File: config.mk
export PLATFORM = sky130hd
export DESIGN_NAME = bond_pair_rule_check
export DESIGN_NICKNAME = d
export VERILOG_FILES = /design/src/hdl/bprc_pkg.sv /design/src/hdl/bprc_ram.sv /design/src/hdl/bprc_dist.sv /design/src/hdl/bond_pair_rule_check.sv
export SDC_FILE = /design/constraint.sdc
export NUM_CORES = 2
export LEC_CHECK = 0
export CAP_MARGIN = 30
export CORE_ASPECT_RATIO = 2
export CORE_MARGIN = 10
export CORE_UTILIZATION = 55
export CTS_CLUSTER_DIAMETER = 120
export CTS_CLUSTER_SIZE = 10
export DETAILED_ROUTE_END_ITERATION = 10
export DONT_BUFFER_PORTS = 1
export GPL_ROUTABILITY_DRIVEN = 0
export HOLD_SLACK_MARGIN = 0.03
export PLACE_DENSITY = 0.77
export REMOVE_ABC_BUFFERS = 1
export SLEW_MARGIN = 5
export SYNTH_ARGS = -nofsm -noshare
export SYNTH_HDL_FRONTEND = slang
export SYNTH_SLANG_ARGS = --single-unit
File: constraint.sdc
create_clock -name clk_i -period 9.3 [get_ports clk_i]
set_input_delay 0.465 -clock clk_i [delete_from_list [all_inputs] [get_ports clk_i]]
set_output_delay 0.465 -clock clk_i [all_outputs]
set_load 0.1 [all_outputs]
File: src/hdl/bprc_pkg.sv
// Shared types, constants and helper functions for the bond pair rule check block.
// Depends on nothing; bprc_dist and bond_pair_rule_check import it.
package bprc_pkg;

  localparam int RULES_DEF       = 16;
  localparam int COORD_BITS      = 24;
  localparam int MAG_W           = 24;            // saturated |difference| width
  localparam int DIFF_SAT        = 2 ** 23;
  localparam int DIFF_W          = COORD_BITS + 1;
  localparam int EXT_W           = (DIFF_W > MAG_W) ? DIFF_W : MAG_W;
  localparam int SQ_W            = 2 * MAG_W;     // squared distance width
  localparam int ELEM_W          = 8;
  localparam int DIST_W          = 23;
  localparam int CNT_W           = 7;
  localparam int RCNT_W          = 5;
  localparam int APB_AW          = 3;
  localparam int APB_DW          = 32;
  localparam logic [CNT_W-1:0] MAX_BONDS_RST = 7'd10;

  // Register index, taken from paddr[2]
  localparam logic REG_RULE_COUNT = 1'b0;
  localparam logic REG_MAX_BONDS  = 1'b1;

  typedef enum logic [1:0] {
    OP_WRITE_RULE = 2'd0,
    OP_TEST_NEW   = 2'd1,
    OP_TEST_SAME  = 2'd2
  } op_e;

  typedef enum logic [1:0] {
    ST_IDLE,
    ST_SEARCH,
    ST_DIST,
    ST_DONE
  } state_e;

  typedef struct packed {
    op_e                           op;
    logic [3:0]                    rule_index;
    logic signed [ELEM_W-1:0]      elem_a;
    logic signed [ELEM_W-1:0]      elem_b;
    logic [DIST_W-1:0]             min_dist;
    logic [DIST_W-1:0]             max_dist;
    logic signed [COORD_BITS-1:0]  ax;
    logic signed [COORD_BITS-1:0]  ay;
    logic signed [COORD_BITS-1:0]  az;
    logic signed [COORD_BITS-1:0]  bx;
    logic signed [COORD_BITS-1:0]  by;
    logic signed [COORD_BITS-1:0]  bz;
  } bprc_in_t;

  typedef struct packed {
    logic             bonded;
    logic             rule_found;
    logic             clamped;
    logic [CNT_W-1:0] bond_count;
  } bprc_out_t;

  typedef struct packed {
    logic signed [ELEM_W-1:0] e1;
    logic signed [ELEM_W-1:0] e2;
    logic [DIST_W-1:0]        dmin;
    logic [DIST_W-1:0]        dmax;
  } rule_t;

  // |a - b|, saturated at 2^23 (above any legal limit, so decisions are unchanged)
  function automatic logic [MAG_W-1:0] sat_mag(input logic signed [COORD_BITS-1:0] a,
                                               input logic signed [COORD_BITS-1:0] b);
    logic signed [DIFF_W-1:0] d;
    logic [DIFF_W-1:0]        m;
    logic [EXT_W-1:0]         me;
    d  = $signed({a[COORD_BITS-1], a}) - $signed({b[COORD_BITS-1], b});
    m  = d[DIFF_W-1] ? $unsigned(-d) : $unsigned(d);
    me = EXT_W'(m);
    return (me > EXT_W'(DIFF_SAT)) ? MAG_W'(DIFF_SAT) : me[MAG_W-1:0];
  endfunction

endpackage

File: src/hdl/bprc_ram.sv
// Generic single-write, single-read synchronous RAM with registered read data.
// Standalone; used for the rule table.
module bprc_ram #(
  parameter int WIDTH = 8,
  parameter int DEPTH = 16,
  parameter int AW    = (DEPTH > 1) ? $clog2(DEPTH) : 1
) (
  input  logic             clk_i,
  input  logic             we_i,
  input  logic [AW-1:0]    waddr_i,
  input  logic [WIDTH-1:0] wdata_i,
  input  logic             re_i,
  input  logic [AW-1:0]    raddr_i,
  output logic [WIDTH-1:0] rdata_o
);

  logic [WIDTH-1:0] mem [DEPTH];

  always_ff @(posedge clk_i) begin
    if (we_i) begin
      mem[waddr_i] <= wdata_i;
    end
    if (re_i) begin
      rdata_o <= mem[raddr_i];
    end
  end

endmodule

File: src/hdl/bprc_dist.sv
// Squared distance and limit compare on one shared 24x24 multiplier.
// Depends on bprc_pkg.
module bprc_dist
  import bprc_pkg::*;
(
  input  logic              clk_i,
  input  logic              rst_ni,
  input  logic              start_i,
  input  bprc_in_t          item_i,
  input  logic [DIST_W-1:0] lo_i,
  input  logic [DIST_W-1:0] hi_i,
  output logic              done_o,
  output logic              in_range_o
);

  localparam logic [2:0] STEP_LAST = 3'd7;

  logic             busy_q, busy_d;
  logic [2:0]       step_q, step_d;
  logic [2:0]       acc_step;
  logic [MAG_W-1:0] mag_q, mag_d;
  logic [SQ_W-1:0]  prod_q;
  logic [SQ_W-1:0]  d2_q, lo2_q, hi2_q;

  // Stage A: operand select and |diff| (steps 0..4), B: square (1..5), C: accumulate (2..6)
  always_comb begin
    case (step_q)
      3'd0:    mag_d = sat_mag(item_i.ax, item_i.bx);
      3'd1:    mag_d = sat_mag(item_i.ay, item_i.by);
      3'd2:    mag_d = sat_mag(item_i.az, item_i.bz);
      3'd3:    mag_d = MAG_W'(lo_i);
      3'd4:    mag_d = MAG_W'(hi_i);
      default: mag_d = '0;
    endcase
  end

  assign acc_step = step_q - 3'd2;

  always_comb begin
    busy_d = busy_q;
    step_d = step_q;
    if (start_i) begin
      busy_d = 1'b1;
      step_d = '0;
    end else if (busy_q) begin
      step_d = step_q + 3'd1;
      if (step_q == STEP_LAST) begin
        busy_d = 1'b0;
      end
    end
  end

  always_ff @(posedge clk_i or negedge rst_ni) begin
    if (!rst_ni) begin
      busy_q <= 1'b0;
      step_q <= '0;
    end else begin
      busy_q <= busy_d;
      step_q <= step_d;
    end
  end

  always_ff @(posedge clk_i) begin
    mag_q  <= mag_d;
    prod_q <= mag_q * mag_q;
    if (busy_q && step_q >= 3'd2 && step_q <= 3'd6) begin
      case (acc_step)
        3'd0:    d2_q  <= prod_q;
        3'd1,
        3'd2:    d2_q  <= d2_q + prod_q;
        3'd3:    lo2_q <= prod_q;
        3'd4:    hi2_q <= prod_q;
        default: d2_q  <= d2_q;
      endcase
    end
  end

  assign done_o     = busy_q && (step_q == STEP_LAST);
  assign in_range_o = (d2_q > lo2_q) && (d2_q < hi2_q);

endmodule

File: src/hdl/bond_pair_rule_check.sv
// Top level of the bond pair rule check: rule table search sequencer, counters, APB registers.
// Depends on bprc_pkg, bprc_ram and bprc_dist.
//
// Usage: requests enter on in_valid_i/in_stall_o/in_data_i and results leave on
// out_valid_o/out_stall_i/out_data_o, one result per request, in order. A request
// either writes a rule (op 0) or tests an atom pair (op 1 new first atom, op 2 same).
// A test searches the rule table memory in index order, one entry per cycle through
// its single read port, then, if the first match has valid limits, runs the squared
// distance on one shared multiplier. Writes, unused ops, clamped tests and an empty
// table go straight to the done state, as does a test with no match among the first
// rule_count entries. One request is in flight at a time; in_stall_o is high from
// accept until the result is moved into the output register, so the next request
// can be taken while a result waits there. If the receiver stalls with the output
// register full, the finished result waits in the block and inputs stay stalled.
// Reset clears the bond counter and the registers (rule_count 0, max_bonds_per_atom
// 10); the rule table is not cleared and entries must be written before rule_count
// covers them. Registers are at byte 0 and 4 of the APB port; the user must change
// them only while the block is idle, as the block itself does not enforce this.
module bond_pair_rule_check
  import bprc_pkg::*;
#(
  parameter int RULES = RULES_DEF
) (
  input  logic              clk_i,
  input  logic              rst_ni,
  input  logic              in_valid_i,
  output logic              in_stall_o,
  input  bprc_in_t          in_data_i,
  output logic              out_valid_o,
  input  logic              out_stall_i,
  output bprc_out_t         out_data_o,
  input  logic              psel,
  input  logic              penable,
  input  logic              pwrite,
  input  logic [APB_AW-1:0] paddr,
  input  logic [APB_DW-1:0] pwdata,
  output logic [APB_DW-1:0] prdata,
  output logic              pready
);

  localparam int IW   = (RULES > 1) ? $clog2(RULES) : 1;
  localparam int NW   = $clog2(RULES + 1);
  localparam int CNTW = (NW > RCNT_W) ? NW : RCNT_W;

  state_e state_q, state_d;

  logic [RCNT_W-1:0] rule_count_q;
  logic [CNT_W-1:0]  max_bonds_q;
  logic [CNT_W-1:0]  atom_bonds_q;
  bprc_in_t          item_q;
  logic [CNTW-1:0]   issue_q;
  logic              pend_q;
  logic [DIST_W-1:0] lo_q, hi_q;
  logic              bonded_q, found_q, clamped_q;
  logic              out_valid_q;
  bprc_out_t         out_q;

  logic              accept, cfg_wr;
  logic [CNTW-1:0]   n_rules, rc_ext;
  logic [CNT_W-1:0]  cnt_eff;
  logic              is_test, clamp_now;
  logic              ram_we, ram_re;
  rule_t             ram_wdata, rule_rd;
  logic              hit, good_limits, not_found;
  logic              dist_start, dist_done, dist_in_range;
  logic              out_load;
  logic              m11, m12, m21, m22;

  assign accept  = in_valid_i && !in_stall_o;
  assign cfg_wr  = psel && penable && pwrite && pready;
  assign pready  = 1'b1;

  assign rc_ext  = CNTW'(rule_count_q);
  assign n_rules = (rc_ext > CNTW'(RULES)) ? CNTW'(RULES) : rc_ext;

  assign is_test   = (in_data_i.op == OP_TEST_NEW) || (in_data_i.op == OP_TEST_SAME);
  assign cnt_eff   = (in_data_i.op == OP_TEST_NEW) ? '0 : atom_bonds_q;
  assign clamp_now = cnt_eff >= max_bonds_q;

  // Rule table
  assign ram_we    = accept && (in_data_i.op == OP_WRITE_RULE) &&
                     (CNTW'(in_data_i.rule_index) < CNTW'(RULES));
  assign ram_wdata = '{e1: in_data_i.elem_a, e2: in_data_i.elem_b,
                       dmin: in_data_i.min_dist, dmax: in_data_i.max_dist};

  bprc_ram #(
    .WIDTH ($bits(rule_t)),
    .DEPTH (RULES),
    .AW    (IW)
  ) u_rules (
    .clk_i   (clk_i),
    .we_i    (ram_we),
    .waddr_i (IW'(in_data_i.rule_index)),
    .wdata_i (ram_wdata),
    .re_i    (ram_re),
    .raddr_i (issue_q[IW-1:0]),
    .rdata_o (rule_rd)
  );

  // Element match in either order, negative rule element is a wildcard
  assign m11 = rule_rd.e1[ELEM_W-1] || (item_q.elem_a == rule_rd.e1);
  assign m12 = rule_rd.e1[ELEM_W-1] || (item_q.elem_b == rule_rd.e1);
  assign m21 = rule_rd.e2[ELEM_W-1] || (item_q.elem_a == rule_rd.e2);
  assign m22 = rule_rd.e2[ELEM_W-1] || (item_q.elem_b == rule_rd.e2);

  assign hit         = pend_q && ((m11 && m22) || (m12 && m21));
  assign good_limits = (rule_rd.dmax != '0) && (rule_rd.dmax >= rule_rd.dmin);
  assign not_found   = !pend_q && (issue_q >= n_rules);

  bprc_dist u_dist (
    .clk_i      (clk_i),
    .rst_ni     (rst_ni),
    .start_i    (dist_start),
    .item_i     (item_q),
    .lo_i       (lo_q),
    .hi_i       (hi_q),
    .done_o     (dist_done),
    .in_range_o (dist_in_range)
  );

  // Next state
  always_comb begin
    state_d = state_q;
    case (state_q)
      ST_IDLE: begin
        if (accept) begin
          if (is_test && !clamp_now && (n_rules != '0)) begin
            state_d = ST_SEARCH;
          end else begin
            state_d = ST_DONE;
          end
        end
      end
      ST_SEARCH: begin
        if (hit) begin
          state_d = good_limits ? ST_DIST : ST_DONE;
        end else if (not_found) begin
          state_d = ST_DONE;
        end
      end
      ST_DIST: begin
        if (dist_done) begin
          state_d = ST_DONE;
        end
      end
      ST_DONE: begin
        if (out_load) begin
          state_d = ST_IDLE;
        end
      end
      default: state_d = ST_IDLE;
    endcase
  end

  // State outputs
  always_comb begin
    in_stall_o = 1'b1;
    ram_re     = 1'b0;
    dist_start = 1'b0;
    out_load   = 1'b0;
    case (state_q)
      ST_IDLE:   in_stall_o = 1'b0;
      ST_SEARCH: begin
        ram_re     = !hit && (issue_q < n_rules);
        dist_start = hit && good_limits;
      end
      ST_DIST:   ;
      ST_DONE:   out_load = !out_valid_q || !out_stall_i;
      default:   ;
    endcase
  end

  always_ff @(posedge clk_i or negedge rst_ni) begin
    if (!rst_ni) begin
      state_q      <= ST_IDLE;
      rule_count_q <= '0;
      max_bonds_q  <= MAX_BONDS_RST;
      atom_bonds_q <= '0;
      pend_q       <= 1'b0;
      out_valid_q  <= 1'b0;
    end else begin
      state_q <= state_d;
      pend_q  <= ram_re;
      if (cfg_wr) begin
        case (paddr[2])
          REG_RULE_COUNT: rule_count_q <= pwdata[RCNT_W-1:0];
          REG_MAX_BONDS:  max_bonds_q  <= pwdata[CNT_W-1:0];
          default:        ;
        endcase
      end
      if (accept && is_test) begin
        atom_bonds_q <= cnt_eff;
      end else if (dist_done && dist_in_range) begin
        atom_bonds_q <= atom_bonds_q + CNT_W'(1);
      end
      if (out_load) begin
        out_valid_q <= 1'b1;
      end else if (!out_stall_i) begin
        out_valid_q <= 1'b0;
      end
    end
  end

  always_ff @(posedge clk_i) begin
    if (accept) begin
      item_q    <= in_data_i;
      issue_q   <= '0;
      bonded_q  <= 1'b0;
      found_q   <= 1'b0;
      clamped_q <= is_test && clamp_now;
    end
    if (ram_re) begin
      issue_q <= issue_q + CNTW'(1);
    end
    if (hit && state_q == ST_SEARCH) begin
      found_q <= 1'b1;
      lo_q    <= rule_rd.dmin;
      hi_q    <= rule_rd.dmax;
    end
    if (dist_done && dist_in_range) begin
      bonded_q <= 1'b1;
    end
    if (out_load) begin
      out_q <= '{bonded: bonded_q, rule_found: found_q, clamped: clamped_q,
                 bond_count: atom_bonds_q};
    end
  end

  assign out_valid_o = out_valid_q;
  assign out_data_o  = out_q;

  always_comb begin
    case (paddr[2])
      REG_RULE_COUNT: prdata = APB_DW'(rule_count_q);
      REG_MAX_BONDS:  prdata = APB_DW'(max_bonds_q);
      default:        prdata = '0;
    endcase
  end

  a_accept_busy: assert property (@(posedge clk_i) disable iff (!rst_ni)
    accept |=> (state_q != ST_IDLE))
    else $error("request accepted but sequencer stayed idle");

  a_bond_needs_rule: assert property (@(posedge clk_i) disable iff (!rst_ni)
    out_valid_o |-> !(out_data_o.bonded && (!out_data_o.rule_found || out_data_o.clamped)))
    else $error("bond reported without a matching rule or while clamped");

  a_clamp_no_search: assert property (@(posedge clk_i) disable iff (!rst_ni)
    out_valid_o && out_data_o.clamped |-> !out_data_o.rule_found)
    else $error("clamped result also reports a rule");

  a_dist_in_dist: assert property (@(posedge clk_i) disable iff (!rst_ni)
    dist_done |-> (state_q == ST_DIST))
    else $error("distance unit finished outside of distance state");

endmodule
==> results by stage <==
Placement:
- The placed instances occupy a cell area of around 0.086 sq mm.
- The number of input and output port buffers inserted is 0.
- The detailed placement HPWL is about 150000 microns.
- The total placed cells including tap cells is 7763.

Cells and area:
- The layout has roughly 11000 filler cells.
- The finished layout holds about 8000 standard cells, fillers aside.
- The signed area change from the synthesized netlist to the final layout is 11.61%.
- Once layout is done, the placed cells without fillers occupy ~0.093 sq mm.
- The final core utilization is approximately three fifths.
- The post-route netlist has a little over a tenth of its cells at a drive strength greater than 1.
- At the end of the flow, the number of nets in the layout was about 7400.

Logic synthesis:
- Yosys mapped the design onto 103 distinct sky130hd cell types.
- The async set or reset register ratio after synthesis is under 10%.
- The cell count after synthesis is 5923.
- The synthesized design spends more area on one cell type than any other, namely edfxtp_1.
- The Yosys warning count is 0.
- Dividing the synthesized area by the synthesized cell count gives about 14 sq um.
- Among all cell types in the netlist, the one instantiated most often is edfxtp_1.
- The commonest cells after synthesis are edfxtp_1, inv_1, ha_1.
- Summing every instance area after synthesis gives 0.08333 sq mm.
- Summed over its instances, the top area cell type makes up just over 50% of the synthesized netlist area.
- After synthesis the netlist holds a flip-flop and latch count of 1518.
- By area the synthesized netlist is led by edfxtp_1, fa_1, mux4_2.
- The sequential fraction of the synthesis area is between 50% and 60%.
- The number of enable-type register cells in the synthesized netlist is around 1400.
- The predominant post-synthesis flop cell is edfxtp_1.

Worst setup path:
- The largest individual stage delay along the critical path comes from the cell dfxtp_1.
- The critical path's most frequent cell is fa_1.
- The data required time at the worst endpoint is around 10 ns.
- The maximum fanout along the worst path is 14.
- The highest cell delay on the worst timing path is 0.81 ns.
- The count of buffer and inverter cells on the critical path is 7.
- The critical path is of the flop to flop type.
- The category of cells accounting for the largest share of critical-path delay is adder cells.
- The kind of end point of the critical path is a flop.
- STA classifies the critical path startpoint as a flop.
- The critical path data arrival time is 9.07 ns.

Route:
- Once detail routing completed, the nets flagged for antenna violations numbered 0.
- The via density per instance is approximately 6.3.
- The routed wire length per instance is approximately 27 microns.
- For this run, design rule violations remaining after detail routing come to 0.
- The final layout contains routed wiring with a total length of between 200000 and 250000 microns.
- The first routing iteration left 5018 violations.
- The first detailed-routing pass ran for 6 iterations.
- For this block, the via count after detailed routing is between 50000 and 60000.

Floorplanning:
- 299 I/O pins were placed.
- The total area inside the core boundary comes to roughly 0.15 sq mm.
- The floorplan step defined a die boundary enclosing approximately 0.17 sq mm.
- In this run the core area contains between 200 and 250 standard-cell rows.
- The die height is ~570 microns.
- The die width is approximately 300 microns.
- The initial core utilization is a little under three fifths.

STA:
- On the final layout, the worst clock skew is 0.07812 ns.
- Setup repair after global routing left no endpoint under its margin.
- Dividing the final minimum period by the clock period gives around nine tenths.
- Hold is met by just under 0.09 ns.
- The final number of max-transition violations is 0.
- The time the final worst path needs with I/O delays and setup is 8.359 ns.
- The normalized max-slew margin is roughly 31%.
- Setup violations remaining at the end of the flow were counted as 0.
- The number of hold violations in the final report is 0.
- The achievable clock frequency is 0.1196 GHz.
- At the pin with the least slew margin, the transition time is ~1.0 ns.

Global route:
- Entering global routing, the biggest net connects 128 pins.
- The initial antenna violation count was 18.
- The via count of the first global-routing pass was around 56000.
- The first-pass GRT wire length is around 340000 microns.
- Across every metal layer, demand over resource in global routing totals between 20% and 30%.
- The global route total overflow is 0.

Clock network:
- The root buffer cell is clkbuf_16.
- The TritonCTS sink count is between 1500 and 2000.
- The depth of the CTS H-tree is 4.
- Clock-pin slew was measured on the worst setup and hold paths at about 0.050 ns.
- The post-CTS repair timing setup buffer count is 0.
- The later pin in the worst-skew pair is clocked with a latency of approximately 0.85 ns.
- The CTS tree is built.
- Once the clock tree was built, the resizer swapped 0 gates to a different size.
- The number of clock buffers added by TritonCTS is between 150 and 200.
- The hold buffer count at CTS is ~220.
- No sink is reached through more buffers than the 4 on the longest clock path.

Pwr:
- The sequential share of power is 33.8%.
- Per report_power, the combinational group accounts for around 43% of the total.
- The net switching fraction of the power is a little under two fifths.
- The power density over cell area is 283.8 mW/mm^2.
- In this run the power spent charging and discharging nets is between 10 and 15 mW.
- The share of total power dissipated in the clock network is 23.2%.
- The total leakage power is 36.44 nW.
- The maximum vdd drop is roughly 0.26 mV.
- The cell-internal power is about 16 mW.

Run status:
- The flow ran to the end, and the final reports show no timing, DRC or antenna violations.

Min path:
- The classification of the worst-slack hold path is input port to flop.

Flow run:
- The tool flagged a number of max-cap violations equal to 0.
-- power by group through the flow --
stage	logic, mW	registers, mW	clock network (mW)
after floorplan	8.17	9.30	0
after global placement	10.6	9.03	0
after detailed placement	11.0	9.03	0
after CTS	11.2	8.90	6.16
after global routing	12.4	8.94	6.42
final	11.4	8.91	6.12
-- metal layers --
layer / vias to the layer above / share of wire (%) / global-route usage [%] / wire length (microns)
met5: - / 0.046 / 0 / 105
met4: 18 / 6.1 / 14.77 / 13880
met3: 822 / 8.7 / 6.059 / 19750
met2: 2852 / 52 / 47.92 / 117700
met1: 26110 / 33 / 29.68 / 74550
li1: 21900 / - / - / -
-- flip-flops by register name, summed over array words and instances (netlist names), 10 cells and up --
name	count
u_rules.mem	992
item_q	160
u_rules.rdata_o	62
u_dist.d2_q	48
u_dist.hi2_q	47
u_dist.lo2_q	47
u_dist.prod_q	47
u_dist.mag_q	24
hi_q	23
lo_q	23
out_data_o	10
-- metrics by stage --
stage	total power, mW	setup TNS [ns]	worst slack (ns)
2_1_floorplan	17.47	-297.90	-2.628
3_3_place_gp	19.63	0	1.183
3_5_place_dp	19.98	0	1.068
4_1_cts	26.27	0	1.031
5_1_grt	27.80	0	0.6264
6_report	26.40	0	0.9412
-- logic make-up (layout without fill, tap and decap cells) --
family | count (synthesis) | in the layout | synth area share, %
xor gates and xnor gates | 238 | 238 | 2.502
DFF | 1518 | 1518 | 53.67
other | 2 | 40 | 0.009013
buffers and inverters | 1060 | 1408 | 4.943
AOI/OAI and AO/OA | 823 | 823 | 6.670
adders and majority gates | 870 | 870 | 16.89
muxes | 348 | 348 | 8.868
and+or+nand+nor | 1064 | 1064 | 6.448
-- final timing paths --
check | from | end | slack (ns) | depth (start not counted)
max in group asynchronous | rst_ni | max_bonds_q[3] | 8.77 | 2
min reg2reg | clamped_q | out_data_o[7] | 0.40 | 0
max reg2reg | u_dist.mag_q[2] | u_dist.prod_q[45] | 0.94 | 26
max | u_dist.mag_q[2] | u_dist.prod_q[45] | 0.94 | 26
min in group asynchronous | rst_ni | max_bonds_q[0] | 0.22 | 2
min | in_valid_i | bonded_q | 0.09 | 4
-- area by class of cell --
type                            count  area [sq um]  area share (%)
Antenna cell                       14         35.03         0.03767
Clock buffer                      236          4693           5.046
Clock inverter                      7         107.6          0.1157
Inverter                          852          3206           3.447
Multi-Input combinational cell   3369         34730           37.34
Sequential cell                  1518         44720           48.09
Tap cell                         1938          2425           2.607
Timing Repair Buffer              313          3085           3.318
-- tightest hold or removal path: stages --
cell and delay (ns):
nand2_1 0.04, buf_4 0.19, nand2_1 0.07, o31ai_1 0.05
-- cell usage in the layout, fill, tap and decap left out, types with 133 or more instances in the layout --
master	n
ha_1	445
edfxtp_1	1418
fa_1	425
mux4_2	310
o21ai_0	136
nand2_1	351
a21oi_1	199
inv_1	850
a21o_1	136
clkbuf_16	179
and2_1	133
dlygate4sd3_1	216
xnor2_1	137
nor2_1	168
(Power assumes the default switching activity.)
